<file path="config.mk">
export PLATFORM = sky130hd
export DESIGN_NAME = ssed_back
export DESIGN_NICKNAME = d
export VERILOG_FILES = /design/src/sv/ssed_pkg.sv /design/src/sv/ssed_back.sv
export SDC_FILE = /design/constraint.sdc
export NUM_CORES = 1
export LEC_CHECK = 0
export ABC_AREA = 1
export BUFFER_PORTS_ARGS = -buffer_cell sky130_fd_sc_hd__buf_4
export CAP_MARGIN = 10
export CORE_MARGIN = 3
export CORE_UTILIZATION = 38
export CTS_BUF_LIST = sky130_fd_sc_hd__clkbuf_16
export CTS_CLUSTER_SIZE = 8
export DETAILED_ROUTE_END_ITERATION = 10
export GPL_ROUTABILITY_DRIVEN = 0
export GPL_TIMING_DRIVEN = 0
export HOLD_SLACK_MARGIN = 0.05
export PLACE_DENSITY_LB_ADDON = 0.2
export SYNTH_ARGS = -nofsm -noshare
export SYNTH_HDL_FRONTEND = slang
export SYNTH_SLANG_ARGS = --single-unit
</file>
<file path="constraint.sdc">
create_clock -name clk -period 3.5 [get_ports clk]
set_clock_uncertainty 0.2 [all_clocks]
set_input_delay 0.35 -clock clk [delete_from_list [all_inputs] [get_ports clk]]
set_output_delay 0.35 -clock clk [all_outputs]
set_load 0.05 [all_outputs]
</file>
<file path="src/sv/ssed_pkg.sv">
`timescale 1ns / 1ps

package ssed_pkg;

    // Defaults for the top-level parameters
    localparam int DEF_MAX_WIDTH   = 2048;
    localparam int DEF_MAX_HEIGHT  = 4096;
    localparam int DEF_SAMPLE_BITS = 16;

    // Register reset values
    localparam int WIDTH_RESET  = 640;
    localparam int HEIGHT_RESET = 480;

    // Register interface
    localparam int CFG_INDEX_BITS = 1;
    localparam int CFG_DATA_BITS  = 13;
    localparam int CFG_WIDTH_BITS = 12;

    localparam logic [CFG_INDEX_BITS-1:0] REG_FRAME_WIDTH  = 1'b0;
    localparam logic [CFG_INDEX_BITS-1:0] REG_FRAME_HEIGHT = 1'b1;

    // Result field widths
    localparam int ROW_OUT_BITS = 12;
    localparam int COL_OUT_BITS = 11;

    // Depth of both queues (power of two)
    localparam int QUEUE_DEPTH = 4;

    // Window geometry: 3 layers x 3 rows per column
    localparam int LAYERS   = 3;
    localparam int COL_SAMP = 9;

    // A size of zero acts as one, above the maximum acts as the maximum
    function automatic int clamp_dim(input int v, input int maxv);
        int r;
        begin
            r = v;
            if (v == 0)
            begin
                r = 1;
            end
            else if (v > maxv)
            begin
                r = maxv;
            end
            return r;
        end
    endfunction

endpackage

</file>
<file path="src/sv/ssed_back.sv">
`timescale 1ns / 1ps

module ssed_back #(
    parameter int MAX_WIDTH   = ssed_pkg::DEF_MAX_WIDTH,
    parameter int MAX_HEIGHT  = ssed_pkg::DEF_MAX_HEIGHT,
    parameter int SAMPLE_BITS = ssed_pkg::DEF_SAMPLE_BITS,
    parameter int CB = $clog2(MAX_WIDTH),
    parameter int WB = $clog2(MAX_WIDTH + 1),
    parameter int HB = $clog2(MAX_HEIGHT + 1),
    parameter int QW = ssed_pkg::COL_SAMP * SAMPLE_BITS + 1,
    parameter int OW = ssed_pkg::ROW_OUT_BITS + ssed_pkg::COL_OUT_BITS + 2
) (
    input  logic          clk,
    input  logic          rst_n,
    input  logic [WB-1:0] w_cfg,
    input  logic [HB-1:0] h_cfg,
    input  logic          restart,
    input  logic          take,
    input  logic [QW-1:0] q_data,
    output logic          res_valid,
    output logic [OW-1:0] res_data
);

    localparam int SB  = SAMPLE_BITS;
    localparam int NS  = ssed_pkg::COL_SAMP;
    localparam int ORB = $clog2(MAX_HEIGHT);

    // Window: three columns, each 3 rows x 3 layers, index row*3 + layer
    logic signed [SB-1:0] win_reg [3][NS];
    logic [ORB-1:0]       out_row_reg;
    logic [CB-1:0]        out_col_reg;
    logic                 b2_valid_reg;
    logic [ORB-1:0]       b2_row_reg;
    logic [CB-1:0]        b2_col_reg;
    logic                 b2_done_reg;
    logic [2:0]           row_ok_reg;
    logic [2:0]           col_ok_reg;

    logic                 emit;
    logic                 done;
    logic                 col_last;
    logic                 row_last;
    logic signed [SB-1:0] center;
    logic                 any_gt;
    logic                 any_lt;

    assign emit     = take && q_data[QW-1];
    assign col_last = (WB'(out_col_reg) + WB'(1)) == w_cfg;
    assign row_last = (HB'(out_row_reg) + HB'(1)) == h_cfg;
    assign done     = col_last && row_last;

    // Shift the window one column per beat
    always_ff @(posedge clk)
    begin
        if (take)
        begin
            for (int s = 0; s < NS; s++)
            begin
                win_reg[0][s] <= win_reg[1][s];
                win_reg[1][s] <= win_reg[2][s];
                win_reg[2][s] <= q_data[s*SB +: SB];
            end
        end
    end

    // Output position counters and the judge stage control
    always_ff @(posedge clk or negedge rst_n)
    begin
        if (!rst_n)
        begin
            out_row_reg  <= '0;
            out_col_reg  <= '0;
            b2_valid_reg <= 1'b0;
        end
        else if (restart)
        begin
            out_row_reg  <= '0;
            out_col_reg  <= '0;
            b2_valid_reg <= 1'b0;
        end
        else
        begin
            b2_valid_reg <= emit;
            if (emit)
            begin
                if (done)
                begin
                    out_row_reg <= '0;
                    out_col_reg <= '0;
                end
                else if (col_last)
                begin
                    out_col_reg <= '0;
                    out_row_reg <= out_row_reg + ORB'(1);
                end
                else
                begin
                    out_col_reg <= out_col_reg + CB'(1);
                end
            end
        end
    end

    // Clipping masks for the judged center
    always_ff @(posedge clk)
    begin
        if (emit)
        begin
            b2_row_reg  <= out_row_reg;
            b2_col_reg  <= out_col_reg;
            b2_done_reg <= done;
            row_ok_reg  <= {!row_last, 1'b1, out_row_reg != '0};
            col_ok_reg  <= {!col_last, 1'b1, out_col_reg != '0};
        end
    end

    // Compare every neighbour in the clipped window against the center
    assign center = win_reg[1][4];

    always_comb
    begin
        any_gt = 1'b0;
        any_lt = 1'b0;
        for (int k = 0; k < 3; k++)
        begin
            for (int s = 0; s < NS; s++)
            begin
                if (col_ok_reg[k] && row_ok_reg[s / 3])
                begin
                    if (win_reg[k][s] > center)
                    begin
                        any_gt = 1'b1;
                    end
                    if (win_reg[k][s] < center)
                    begin
                        any_lt = 1'b1;
                    end
                end
            end
        end
    end

    assign res_valid = b2_valid_reg;
    assign res_data  = {ssed_pkg::ROW_OUT_BITS'(b2_row_reg),
                        ssed_pkg::COL_OUT_BITS'(b2_col_reg),
                        !any_gt || !any_lt,
                        b2_done_reg};

endmodule

</file>
==> run summary <==
## Pwr
- Leak Pwr: 15.3 nW
- Cell Pwr Density: 460 mW/mm^2
- worst ir drop on vdd: 0.423 mV

## Timing
- final slew viol count: 0
- post-route clock period utilization: 1.10
- final number of setup-violating endpoints: 1
- unrepaired setup endpoints after global routing: true
- maximum clock frequency: 259 MHz
- Total Neg Setup Slack: -0.362 ns
- crit path setup slack, layout: -0.362 ns
- Hold WS: 0.130 ns
- slew at the pin with the worst max-slew slack: 1.14 ns
- Period minus WS final: 3.86 ns
- Slew headroom: 0.239
- endpoints failing hold: 0

## Synthesis
- mean post-synth cell area: 10.9 sq um
- leading post-synthesis cells by cell area: sky130_fd_sc_hd__edfxtp_1 52%, sky130_fd_sc_hd__ha_1 20%, sky130_fd_sc_hd__nand2_1 8.4%
- post-synthesis instance total: 2430
- post-synth top area share: 0.522
- sequential area share after synthesis: 0.545
- count of yosys warnings during synthesis: 0
- share of flip-flops with an asynchronous set or reset: 0.0496
- number of enable flip-flop cells after synthesis: 460
- syn nets: 3024
- post-synthesis cell type count: 41
- Post-Synthesis Cell Area: 0.0264 sq mm
- top flip-flop cell by instance count after synthesis: sky130_fd_sc_hd__edfxtp_1
- library cell with the largest summed area after synthesis: sky130_fd_sc_hd__edfxtp_1
- flip-flop and latch count after synthesis: 484

## Final layout
- fraction of final layout cells with drive strength greater than 1: 0.180
- Final nets: 3522
- multi-input gate area in the final layout: 0.0118 sq mm
- Post-Route Utilization: 0.501
- count of fill cells added during filler insertion: 6034
- Non-Filler Cell Area, Final: 0.0345 sq mm
- n_diodes: 0
- number of flip-flops under the largest register name: 432
- area added between synthesis and finish: 30.3%
- combined flip-flop and latch cell area: 0.0144 sq mm

## Drt
- vias post-DR: 19500
- sum of routed wire length over all layers: 68500 um
- iteration-0 DRC count of the detailed router: 1108
- remaining antenna violation count: 0
- vias per inst: 5.02
- routed length per placed instance: 17.6 um
- count of TritonRoute iterations in the first routing pass: 5
- Remaining DRCs: 0

## Critical path
- sort of element at the end of the critical path: output port
- critical-path maximum fanout: 8
- minimum setup slack among reg-to-reg paths: 0.34 ns
- Worst EP arrival: 3.31 ns
- Worst path slowest cell: sky130_fd_sc_hd__edfxtp_1
- worst-path cell chain: clkinvlp_4 > buf_12 > buf_16 > ha_4 > a21oi_1 > nor2_1 > nor2_1 > nand2_2 > nand2_2 > nand2_1 > nand2_2 > nand2_1 > nand3b_1 > nand2_1 > nand2_1 > nor2_1 > nand3_1 > nand2_2 > buf_8
- required time at the worst-slack endpoint: 2.95 ns
- type of the worst setup path: flip-flop to output port
- slowest stage delay, CP: 0.39 ns
- startpoint type of the worst setup path: flip-flop
- top cell family by delay on the critical path: simple AND/OR/NAND/NOR gates
- sum of buffers and inverters on the critical path: 4

## GRT
- number of antenna violations at the first check in global routing: 1
- residual overflow from global routing: 0
- total routing resource utilization after global routing: 0.188
- number of global-route vias before repair: 20100
- first-pass GRT wire length: 107000 um
- pin count of the biggest net entering global routing: 125

## Floorplanning
- starting density of the core: 0.385
- placeable core region: 0.0687 sq mm
- num rows: 96
- # IOs: 200
- floorplan die width: 270 um
- area enclosed by the die boundary: 0.0728 sq mm
- Die Height: 270 um

## Placement
- placement-stage cell area: 0.0296 sq mm
- post-detailed-placement half-perimeter wirelength: 48400 um
- count of port buffers added during placement: 199

## Outcome
- violations in the final reports: setup timing
- status: complete, but fails checks

## Clocking
- sinks on the clock net: 484
- clock insertion delay at the later pin of the skew report: 0.60 ns
- cts bufs inserted: 71
- post-CTS clock slew at the launch and capture registers of the worst setup and hold paths: 0.05 ns
- Root Buffer: sky130_fd_sc_hd__clkbuf_16
- TritonCTS clock tree: built
- CTS H-Tree Depth: 3
- Max Root-Sink Buffers: 3

## Hold path
- class of the tightest hold or removal check: primary input to flip-flop

## Job
- count of max-cap constraint violations: 0

-- layer usage --
metal / up-vias / global-route usage / wire length, um
met5: - / 0 / 0
met4: 0 / 0.0724 / 2460
met3: 147 / 0.0259 / 2580
met2: 416 / 0.330 / 33800
met1: 9367 / 0.234 / 29600
li1: 9573 / - / -
-- metrics by stage --
stage / power (W) / instances / worst slack, ns
final: 0.0158 / 3883 / -0.362
after global routing: 0.0166 / 3883 / -0.516
after CTS: 0.0159 / 3868 / -0.295
after detailed placement: 0.00946 / 3579 / -0.468
after global placement: 0.00929 / 3560 / -3.14
after floorplan: 0.00846 / 2430 / 0.449
-- cells in the final DEF (no fill, tap or decap), drive strengths merged, types with 4 or more instances in the layout --
| master | Yosys | final |
|---|---|---|
| nand2 | 591 | 591 |
| edfxtp | 460 | 460 |
| ha | 420 | 420 |
| buf | 5 | 277 |
| inv | 235 | 241 |
| a21oi | 171 | 171 |
| nor2 | 167 | 167 |
| dlygate4sd3 | 0 | 152 |
| nand3 | 125 | 125 |
| clkbuf | 2 | 75 |
| o21ai | 60 | 60 |
| nand4 | 37 | 37 |
| nor3 | 29 | 29 |
| dfrtp | 24 | 24 |
| xor2 | 18 | 18 |
| nand3b | 16 | 16 |
| o21bai | 16 | 16 |
| clkinvlp | 0 | 14 |
| o21a | 14 | 14 |
| or2 | 9 | 9 |
| a21o | 7 | 7 |
| nor4 | 7 | 7 |
| clkinv | 1 | 6 |
| and2 | 5 | 5 |
| xnor2 | 4 | 4 |
-- final cells by class --
cell class / count / area share
flip-flops and latches: 484 / 0.418
inverters: 236 / 0.0274
plain buffers: 7 / 0.00123
clock buffers: 72 / 0.0523
well taps: 931 / 0.0338
clock inverters: 25 / 0.00356
repair buffers: 425 / 0.120
multi-input cells: 1703 / 0.344
-- worst reg2reg max path, cell delays in order, from the launching register on --
cell and delay, ns:
sky130_fd_sc_hd__dfrtp_1 0.38, sky130_fd_sc_hd__clkbuf_2 0.22, sky130_fd_sc_hd__inv_1 0.10, sky130_fd_sc_hd__ha_1 0.36, sky130_fd_sc_hd__xnor2_1 0.21, sky130_fd_sc_hd__nand3_1 0.08
sky130_fd_sc_hd__nand3b_1 0.21, sky130_fd_sc_hd__nor2_1 0.15, sky130_fd_sc_hd__nand3_1 0.09, sky130_fd_sc_hd__nand3b_1 0.18, sky130_fd_sc_hd__nor2_1 0.11, sky130_fd_sc_hd__nand3_1 0.08
sky130_fd_sc_hd__dlygate4sd3_1 0.57, sky130_fd_sc_hd__nand3_1 0.07, sky130_fd_sc_hd__nand2_1 0.05
-- logic make-up (layout without fill, tap and decap cells) --
group	Yosys count	count (layout)	synth area share
xor+xnor	22	22	0.00729
fa+ha+maj	420	420	0.199
compound gates	271	271	0.0551
buf+inv	243	765	0.0351
simple gates	990	990	0.159
flops	484	484	0.545
-- worst paths after layout --
check | start | endpoint | depth (start not counted)
setup reg to reg | out_row_reg[0]$_DFFE_PN0P_ | out_row_reg[0]$_DFFE_PN0P_ | 14
hold / removal | h_cfg[8] | row_ok_reg[2]$_DFFE_PP_ | 5
max in group asynchronous | rst_n | out_row_reg[7]$_DFFE_PN0P_ | 4
min in group asynchronous | rst_n | res_valid$_DFF_PN0_ | 4
setup / recovery | win_reg[0][213]$_DFFE_PP_ | res_data[1] | 19
hold reg to reg | win_reg[0][154]$_DFFE_PP_ | win_reg[0][10]$_DFFE_PP_ | 0
-- what timing repair did --
item / in CTS / in global routing
hold buffers: 153 / 0
buffers inserted: 36 / 14
endpoints found under the hold margin: 241 / 0
pin swaps: 37 / 35
cloned: 3 / 1
setup endpoints to repair: 1 / 1
resized for setup: 125 / 61
-- synth_stat cells, types with 14 or more instances --
cell                       number
sky130_fd_sc_hd__nand4_1       36
sky130_fd_sc_hd__ha_1         420
sky130_fd_sc_hd__o21a_1        14
sky130_fd_sc_hd__nor3_1        27
sky130_fd_sc_hd__o21bai_1      16
sky130_fd_sc_hd__nand2_1      589
sky130_fd_sc_hd__nor2_1       160
sky130_fd_sc_hd__xor2_1        18
sky130_fd_sc_hd__dfrtp_1       24
sky130_fd_sc_hd__nand3_1      125
sky130_fd_sc_hd__a21oi_1      171
sky130_fd_sc_hd__nand3b_1      16
sky130_fd_sc_hd__o21ai_0       58
sky130_fd_sc_hd__inv_1        232
sky130_fd_sc_hd__edfxtp_1     460
-- power breakdown --
group	leakage [nW]	internal (W)	switching, W
clock network	1.01	0.00364	0.00241
logic	9.45	0.00117	0.00156
registers	4.83	0.00682	0.000240
(Power assumes the default switching activity.)
