===== src/sv/ssed_pkg.sv =====
`timescale 1ns / 1ps

package ssed_pkg;

    // Defaults for the top-level parameters
    localparam int DEF_MAX_WIDTH   = 2048;
    localparam int DEF_MAX_HEIGHT  = 4096;
    localparam int DEF_SAMPLE_BITS = 16;

    // Register reset values
    localparam int WIDTH_RESET  = 640;
    localparam int HEIGHT_RESET = 480;

    // Register interface
    localparam int CFG_INDEX_BITS = 1;
    localparam int CFG_DATA_BITS  = 13;
    localparam int CFG_WIDTH_BITS = 12;

    localparam logic [CFG_INDEX_BITS-1:0] REG_FRAME_WIDTH  = 1'b0;
    localparam logic [CFG_INDEX_BITS-1:0] REG_FRAME_HEIGHT = 1'b1;

    // Result field widths
    localparam int ROW_OUT_BITS = 12;
    localparam int COL_OUT_BITS = 11;

    // Depth of both queues (power of two)
    localparam int QUEUE_DEPTH = 4;

    // Window geometry: 3 layers x 3 rows per column
    localparam int LAYERS   = 3;
    localparam int COL_SAMP = 9;

    // A size of zero acts as one, above the maximum acts as the maximum
    function automatic int clamp_dim(input int v, input int maxv);
        int r;
        begin
            r = v;
            if (v == 0)
            begin
                r = 1;
            end
            else if (v > maxv)
            begin
                r = maxv;
            end
            return r;
        end
    endfunction

endpackage


===== src/sv/ssed_fifo.sv =====
`timescale 1ns / 1ps

module ssed_fifo #(
    parameter int WIDTH = 8,
    parameter int DEPTH = ssed_pkg::QUEUE_DEPTH
) (
    input  logic                       clk,
    input  logic                       rst_n,
    input  logic                       push,
    input  logic [WIDTH-1:0]           push_data,
    input  logic                       pop,
    output logic [WIDTH-1:0]           head_data,
    output logic [$clog2(DEPTH+1)-1:0] count
);

    localparam int PB = $clog2(DEPTH);
    localparam int CB = $clog2(DEPTH + 1);

    logic [WIDTH-1:0] mem [DEPTH];
    logic [PB-1:0]    wr_ptr_reg;
    logic [PB-1:0]    rd_ptr_reg;
    logic [CB-1:0]    count_reg;

    // Storage
    always_ff @(posedge clk)
    begin
        if (push)
        begin
            mem[wr_ptr_reg] <= push_data;
        end
    end

    // Pointers and fill count
    always_ff @(posedge clk or negedge rst_n)
    begin
        if (!rst_n)
        begin
            wr_ptr_reg <= '0;
            rd_ptr_reg <= '0;
            count_reg  <= '0;
        end
        else
        begin
            if (push)
            begin
                wr_ptr_reg <= wr_ptr_reg + 1'b1;
            end
            if (pop)
            begin
                rd_ptr_reg <= rd_ptr_reg + 1'b1;
            end
            if (push && !pop)
            begin
                count_reg <= count_reg + 1'b1;
            end
            else if (pop && !push)
            begin
                count_reg <= count_reg - 1'b1;
            end
        end
    end

    assign head_data = mem[rd_ptr_reg];
    assign count     = count_reg;

endmodule


===== config.mk =====
export PLATFORM = sky130hd
export DESIGN_NAME = ssed_fifo
export DESIGN_NICKNAME = d
export VERILOG_FILES = /design/src/sv/ssed_pkg.sv /design/src/sv/ssed_fifo.sv
export SDC_FILE = /design/constraint.sdc
export NUM_CORES = 1
export LEC_CHECK = 0
export BUFFER_PORTS_ARGS = -buffer_cell sky130_fd_sc_hd__buf_4
export CAP_MARGIN = 15
export CELL_PAD_IN_SITES_DETAIL_PLACEMENT = 1
export CELL_PAD_IN_SITES_GLOBAL_PLACEMENT = 1
export CORE_AREA = 2 2 64 66
export CTS_BUF_LIST = sky130_fd_sc_hd__clkbuf_4 sky130_fd_sc_hd__clkbuf_8
export CTS_CLUSTER_DIAMETER = 40
export DETAILED_ROUTE_END_ITERATION = 16
export DIE_AREA = 0 0 66 68
export PLACE_DENSITY = 0.75
export SYNTH_ARGS = -nofsm -noshare
export SYNTH_HDL_FRONTEND = slang
export SYNTH_SLANG_ARGS = --single-unit

===== constraint.sdc =====
create_clock -name clk -period 1.7 [get_ports clk]
set_input_delay 0.34 -clock clk [delete_from_list [all_inputs] [get_ports clk]]
set_output_delay 0.34 -clock clk [all_outputs]
set_load 0.05 [all_outputs]

==> reports/qor.log, run 1 <==
qor: placed_design.routabilityCongestion 0.663
qor: critical_path.cp-endpoint head_data[6]
qor: layout.finalNetCount 122
qor: drt.route.vias.total 748
qor: timing.final_period_minus_worst_setup_slack 1.85 ns
qor: critical_path.setup.worst_path.end_class output port
qor: clock_tree.number_of_buffers_inserted_during_clock_tree_synthesis 5
qor: drt.antenna_left 0
qor: placed_design.buffer_ports.inserted 22
qor: critical_path.cp_data_required_time 1.36 ns
qor: logic_synthesis.synth.net_count 92
qor: die.core.rowCount 23
qor: drt.routed_wl 2.63 mm
qor: die.floorplan.die_area 0.00449 mm2
qor: clock_tree.cts_sinks 39
qor: clock_tree.worst_skew_pair.late_latency 0.28 ns
qor: pwr.power_leakage 0.731 nW
qor: placed_design.place_hpwl 1.87 mm
qor: critical_path.register_to_register_setup_slack 0.22 ns
qor: layout.final_layout_size_suffix_gt1_share 39.0%
qor: clock_tree.cts.reportedPaths.clkPinSlew 0.08 ns
qor: layout.n_antenna_cell 0
qor: timing.timing.clock.skew 0.00377 ns
qor: layout.fillerInstances 367
qor: critical_path.reg2reg_depth 3
qor: critical_path.r2r_end mem[1][1]
qor: drt.drt-pass1-iter-count 2
qor: pwr.power.density 2000 mW/mm2
qor: critical_path.setup.worst_path.start_class flip-flop
qor: pwr.vdd_drop_max 1.01 mV
qor: global_route.grt_usage 13.5%
qor: timing.fmax 539 MHz
qor: status.outcome finished with violations
qor: drt.remaining_drc_errors 0
qor: die.core_area 0.00386 mm2
qor: global_route.grt_pass1_vias 821
qor: timing.timing.final.setup_violations 8
qor: worst_hold_path.holdCritPathClass input pin to flip-flop
qor: logic_synthesis.synth-seq-cells 39
qor: clock_tree.cts_tree yes
qor: timing.post-route-worst-setup-slack -0.154 ns
qor: clock_tree.h_tree_levels 2
qor: timing.hold_viol_final 0
qor: timing.timing.final.crit_share 109%
qor: flow_run.maxCapViolCount 0
qor: critical_path.timing.rr.start wr_ptr_reg[1]
qor: die.boundaryPins 23
qor: timing.tightest_slew 0.479 ns
qor: critical_path.critPathKind flip-flop to output port
qor: global_route.grt_pass1_wl 4.26 mm
qor: drt.detail_route.wl_per_cell 17.0 um
qor: layout.largest_register_ffs 32
qor: status.violations negative setup slack
qor: drt.number_of_drc_markers_in_iteration_0 39
qor: placed_design.place_worst_setup_slack 0.0774 ns
qor: clock_tree.cts_max_path_bufs 2
qor: timing.finalMaxSlewViolations 0
qor: layout.areaGrowthSynthToFinish 25.8%
qor: logic_synthesis.synth_seq_area_share 74.0%
qor: layout.finalNonFillerCells 155
qor: timing.rsz0062_at_grt true
qor: die.die_h 68 um
qor: global_route.globalRouteOverflowTotal 0
qor: global_route.grt_max_degree 13
qor: logic_synthesis.ys_warn_count 0
qor: timing.max_slew_margin 68.0%
qor: placed_design.place_inst 145
qor: die.die_x 66 um
qor: logic_synthesis.synth_area_per_cell 20.7 um2
qor: clock_tree.clockRootBuffer clkbuf_8
qor: logic_synthesis.yosysUniqueCellTypes 15
qor: critical_path.critical_path.startpoint rd_ptr_reg[0]
qor: critical_path.crit_fanout 8
qor: logic_synthesis.post_synth_inst_count 74
qor: critical_path.critPathArrivalTime 1.51 ns
qor: logic_synthesis.syn-cell-area 0.00154 mm2
qor: die.initial_core_util 39.8%
qor: drt.routed_via_density 4.83
qor: global_route.grt_antenna_before_repair 0
## stage by stage
step                setup TNS (ns)  utilization, %  hold slack [ns]  instance area [um2]  total power, mW
finish                       -1.18            50.1            0.253                 1930             3.86
global placement                 0            45.8            0.157                 1770             2.93
floorplan                        0               -           0.0444                 1540             2.53
global route                 -1.58            50.1            0.244                 1930             4.03
detailed placement               0            45.8            0.162                 1770             3.01
CTS                          -1.32            50.1            0.244                 1930             3.92
## metal layers
| layer | vias to the layer above | track usage, % | routed length, um |
|---|---|---|---|
| li1 | 339 | - | - |
| met1 | 382 | 15.6 | 1060 |
| met2 | 22 | 22.7 | 1390 |
| met3 | 5 | 5.76 | 155 |
| met4 | 0 | 4.59 | 25 |
| met5 | - | 0 | 0 |
## worst max-delay path, stage by stage (launching register included)
cell	delay, ns
dfrtp_1	0.39
buf_12	0.15
mux4_2	0.51
buf_6	0.17
## synthesized netlist by cell type
| master | number | area share [%] |
|---|---|---|
| mux4_2 | 8 | 12 |
| inv_1 | 4 | 0.98 |
| edfxtp_1 | 32 | 63 |
| xnor2_1 | 2 | 1.1 |
| buf_2 | 1 | 0.33 |
| ha_1 | 5 | 4.1 |
| nand2_1 | 2 | 0.49 |
| and2_1 | 4 | 1.6 |
| mux2_2 | 1 | 0.73 |
| buf_6 | 1 | 0.73 |
| nor2_1 | 1 | 0.24 |
| o21ai_0 | 1 | 0.33 |
| dfrtp_1 | 7 | 11 |
| xor2_1 | 4 | 2.3 |
| fa_1 | 1 | 1.3 |
## cell type report
cell class | count | area (um2) | area share [%]
Sequential cell | 39 | 1140 | 58.8
Timing Repair Buffer | 25 | 233 | 12.0
Multi-Input combinational cell | 29 | 368 | 19.0
Clock inverter | 2 | 35.0 | 1.81
Inverter | 4 | 15.0 | 0.777
Clock buffer | 6 | 82.6 | 4.27
Tap cell | 50 | 62.6 | 3.24
## timing repair
| item | CTS | global route |
|---|---|---|
| endpoints found under the hold margin | 7 | 0 |
| hold buffers | 1 | 0 |
| gates resized for setup | 8 | 0 |
| setup buffers | 1 | 0 |
| setup endpoints to repair | 8 | 8 |
## cells in the final DEF (no fill, tap or decap), drive strengths merged, types with 2 or more instances in the layout
| cell type | n |
|---|---|
| and2 | 4 |
| buf | 24 |
| clkbuf | 6 |
| dfrtp | 7 |
| edfxtp | 32 |
| ha | 5 |
| inv | 4 |
| mux4 | 8 |
| nand2 | 2 |
| xnor2 | 2 |
| xor2 | 4 |
## kinds of logic (layout without fill, tap and decap cells)
kind of cell / count (synthesis) / after routing / synth area share (%)
fa+ha+maj: 6 / 6 / 5.38
buf+inv: 6 / 37 / 2.04
xor+xnor: 6 / 6 / 3.42
mux: 9 / 9 / 12.5
simple gates: 7 / 7 / 2.36
compound gates: 1 / 1 / 0.326
flops: 39 / 39 / 74.0
## worst min-delay path by stage
stage	startpoint	to	slack [ns]	depth (start not counted)
CTS	push_data[7]	mem[2][7]	0.24	1
detailed placement	rst_n	count[2]	0.16	1
finish	push_data[2]	mem[1][2]	0.25	1
global placement	rst_n	count[2]	0.16	1
global route	push_data[6]	mem[0][6]	0.24	1
floorplan	rst_n	count[0]	0.04	0
## power by group
| group | switching [mW] | internal, mW | total (mW) |
|---|---|---|---|
| logic | 0.964 | 0.673 | 1.64 |
| clock network | 0.310 | 0.475 | 0.784 |
| registers | 0.154 | 1.28 | 1.44 |
| total | 1.43 | 2.43 | 3.86 |
Note: power is estimated with default switching activity, not from simulation.
==> run 2, diff against run 1 <==
Settings changed: ABC_AREA set to 1, CORE_AREA 2 2 64 66 to 2 2 67 69, DIE_AREA 0 0 66 68 to 0 0 69 71, PLACE_DENSITY 0.75 to 0.78.
==> run 2 against run 1 <==
  * The flow now finishes without violations
  * Critical path type unchanged
  * Largest power group unchanged
  * Clock skew is 0.0029 ns higher
  * Routed wire length rose by 30%
  * Largest cell class unchanged
  * Global-route usage up 2.7 points
  * Final area rose by 6.3%
  * Register-to-register slack improved by 0.11 ns
  * Setup slack improved by 0.18 ns
  * Worst hold slack got worse by 0.0086 ns
  * Maximum frequency grew 11%
  * First-iteration DRC count shrank 36%
  * Power rose by 8.1%
==> reports/qor.log, run 2 <==
qor: timing.tightest_slew 0.387 ns
qor: global_route.grt_pass1_wl 5.84 mm
qor: layout.fillerInstances 448
qor: logic_synthesis.syn-cell-area 0.00170 mm2
qor: timing.timing.clock.skew 0.00666 ns
qor: timing.max_slew_margin 74.2%
qor: global_route.grt_util_met2 29.9%
qor: logic_synthesis.synth_largest_type_area_fraction 56.6%
qor: drt.number_of_drc_markers_in_iteration_0 25
qor: critical_path.critPathKind flip-flop to output port
qor: drt.detail_route.wl_per_cell 15.7 um
qor: flow_run.maxCapViolCount 0
qor: pwr.power.density 2030 mW/mm2
qor: layout.layout_commonest_cell nand2_1
qor: logic_synthesis.async_flop_share 17.9%
qor: layout.regArea 0.00114 mm2
qor: drt.route.vias.total 1,057
qor: logic_synthesis.synth-compound-area-share 7.67%
qor: pwr.vdd_drop_max 0.806 mV
qor: clock_tree.cts_max_path_bufs 2
qor: clock_tree.clockRootBuffer clkbuf_8
qor: die.floorplan.die_area 0.00490 mm2
qor: pwr.total_power 4.17 mW
qor: logic_synthesis.largest_family_of_logic_cells_by_synthesized_area buffers and inverters
qor: global_route.grt_max_degree 33
qor: timing.hold_viol_final 0
qor: placed_design.routabilityCongestion 0.663
qor: logic_synthesis.ys_warn_count 0
qor: layout.n_antenna_cell 0
qor: logic_synthesis.dominant_cell_by_count_in_the_synthesized_netlist nand2_1
qor: logic_synthesis.edff_count_synth 32
qor: clock_tree.cts_sinks 39
qor: timing.finalMaxSlewViolations 0
qor: logic_synthesis.yosys-top-cells-area edfxtp_1 (57%), dfrtp_1 (10%), nand2_1 (8.2%)
qor: global_route.global_routing_met1_resource_utilization 15.0%
qor: clock_tree.worst_skew_pair.late_latency 0.29 ns
qor: global_route.grt.met3_usage 4.56%
qor: critical_path.setup.worst_path.start_class flip-flop
qor: timing.timing.final.crit_share 98.2%
qor: placed_design.place_hpwl 2.56 mm
qor: layout.multi_input_area 398 um2
qor: drt.remaining_drc_errors 0
qor: layout.final_cell_utilization_of_the_core 48.8%
qor: logic_synthesis.yosysUniqueCellTypes 17
qor: timing.post-route-worst-setup-slack 0.0307 ns
qor: clock_tree.h_tree_levels 2
qor: drt.routed_via_density 4.85
qor: timing.timing.final.setup_violations 0
qor: layout.final_layout_size_suffix_gt1_share 21.1%
qor: global_route.grt_pass1_vias 1,243
qor: die.die_h 71 um
qor: critical_path.critPathArrivalTime 1.33 ns
qor: global_route.globalRouteOverflowTotal 0
qor: critical_path.setup.worst_path.end_class output port
qor: layout.fin_area 0.00205 mm2
qor: status.outcome finished clean
qor: logic_synthesis.synth-seq-cells 39
qor: logic_synthesis.post_synth_inst_count 139
qor: logic_synthesis.synth_area_per_cell 12.2 um2
qor: clock_tree.number_of_buffers_inserted_during_clock_tree_synthesis 5
qor: logic_synthesis.synth-simple-area-share 8.85%
qor: die.core.rowCount 24
qor: timing.fmax 599 MHz
qor: die.core_area 0.00420 mm2
qor: clock_tree.cts_tree yes
qor: drt.antenna_left 0
qor: critical_path.cp_data_required_time 1.36 ns
qor: die.boundaryPins 23
qor: layout.largest_register_ffs 32
qor: drt.drt-pass1-iter-count 4
qor: timing.tns 0 ns
qor: timing.final_period_minus_worst_setup_slack 1.67 ns
qor: logic_synthesis.post_synth_fa_ha_maj_area_fraction 4.87%
qor: logic_synthesis.synth_mux_area_share 0%
qor: global_route.grt_usage 16.2%
qor: layout.areaGrowthSynthToFinish 21.0%
qor: logic_synthesis.post_synth_most_frequent_cells nand2_1 (37), edfxtp_1 (32), inv_1 (27)
qor: logic_synthesis.synth_top_area_cell edfxtp_1
qor: clock_tree.cts.reportedPaths.clkPinSlew 0.08 ns
qor: layout.finalNetCount 183
qor: placed_design.detailed_place.area 0.00189 mm2
qor: die.die_x 69 um
qor: pwr.power_leakage 0.908 nW
qor: logic_synthesis.yosys_most_used_dff edfxtp_1
qor: drt.routed_wl 3.42 mm
qor: placed_design.buffer_ports.inserted 22
qor: critical_path.crit_fanout 32
qor: logic_synthesis.post_synth_xor_xnor_area 2.06%
qor: die.initial_core_util 40.4%
qor: logic_synthesis.synth_seq_area_share 67.0%
qor: global_route.grt_antenna_before_repair 0
qor: placed_design.place_worst_setup_slack 0.0464 ns
qor: layout.layout.cells.most_common_list nand2_1 (37), edfxtp_1 (32), inv_1 (27)
qor: logic_synthesis.synth.net_count 157
qor: worst_hold_path.holdCritPathClass input pin to flip-flop
qor: global_route.top_usage_layer met2
qor: timing.rsz0062_at_grt true
## run 2: cells by family (layout without fill, tap and decap cells)
| kind of cell | Yosys count | in the layout |
|---|---|---|
| fa+ha+maj | 6 | 6 |
| flops | 39 | 39 |
| compound gates | 17 | 17 |
| simple gates | 39 | 39 |
| xor+xnor | 4 | 4 |
| buf+inv | 34 | 61 |
## run 2: timing repair
action | 4_1_cts | 5_1_grt
hold endpoints to repair | 7 | 0
gates resized for setup | 4 | 5
hold buffers | 1 | 0
pin swaps | 2 | 6
setup endpoints to repair | 8 | 8
setup buffers | 1 | 0
## run 2: worst paths after layout
check | end | startpoint | depth (start not counted) | slack, ns
min in group asynchronous | count[1] | rst_n | 2 | 0.40
hold / removal | mem[0][1] | push_data[1] | 1 | 0.24
hold reg to reg | wr_ptr_reg[0] | wr_ptr_reg[0] | 1 | 0.54
max in group asynchronous | rd_ptr_reg[1] | rst_n | 2 | 1.16
setup / recovery | head_data[1] | rd_ptr_reg[0] | 4 | 0.03
setup reg to reg | mem[2][7] | wr_ptr_reg[0] | 4 | 0.33
## run 2: final cells by class
class / count / share of cell area [%]
flip-flops and latches: 39 / 55.4
multi-input cells: 66 / 19.4
repair buffers: 25 / 11.3
inverters: 28 / 5.24
clock buffers: 5 / 3.35
well taps: 52 / 3.17
clock inverters: 3 / 2.13
## run 2: per-layer routing
layer | vias to the layer above | wire length [um]
met5 | - | 0
met4 | 0 | 89
met3 | 8 | 95
met2 | 19 | 1990
met1 | 519 | 1250
li1 | 511 | -
## run 2: power by group
part	internal, mW	total [mW]	switching (mW)
Combinational	0.664	1.97	1.31
Clock	0.436	0.753	0.317
Sequential	1.28	1.44	0.162
## run 2: stage by stage
stage	std cells	hold WS (ns)
final	218	0.244
after global routing	218	0.229
after CTS	218	0.227
after detailed placement	208	0.161
after global placement	208	0.158
after floorplan	139	0.0444
## run 2: critical path, cell delays in order (launching register included)
cell and delay (ns):
dfrtp_1 0.41, buf_12 0.18, o211ai_1 0.20, nand2_1 0.09
buf_6 0.16
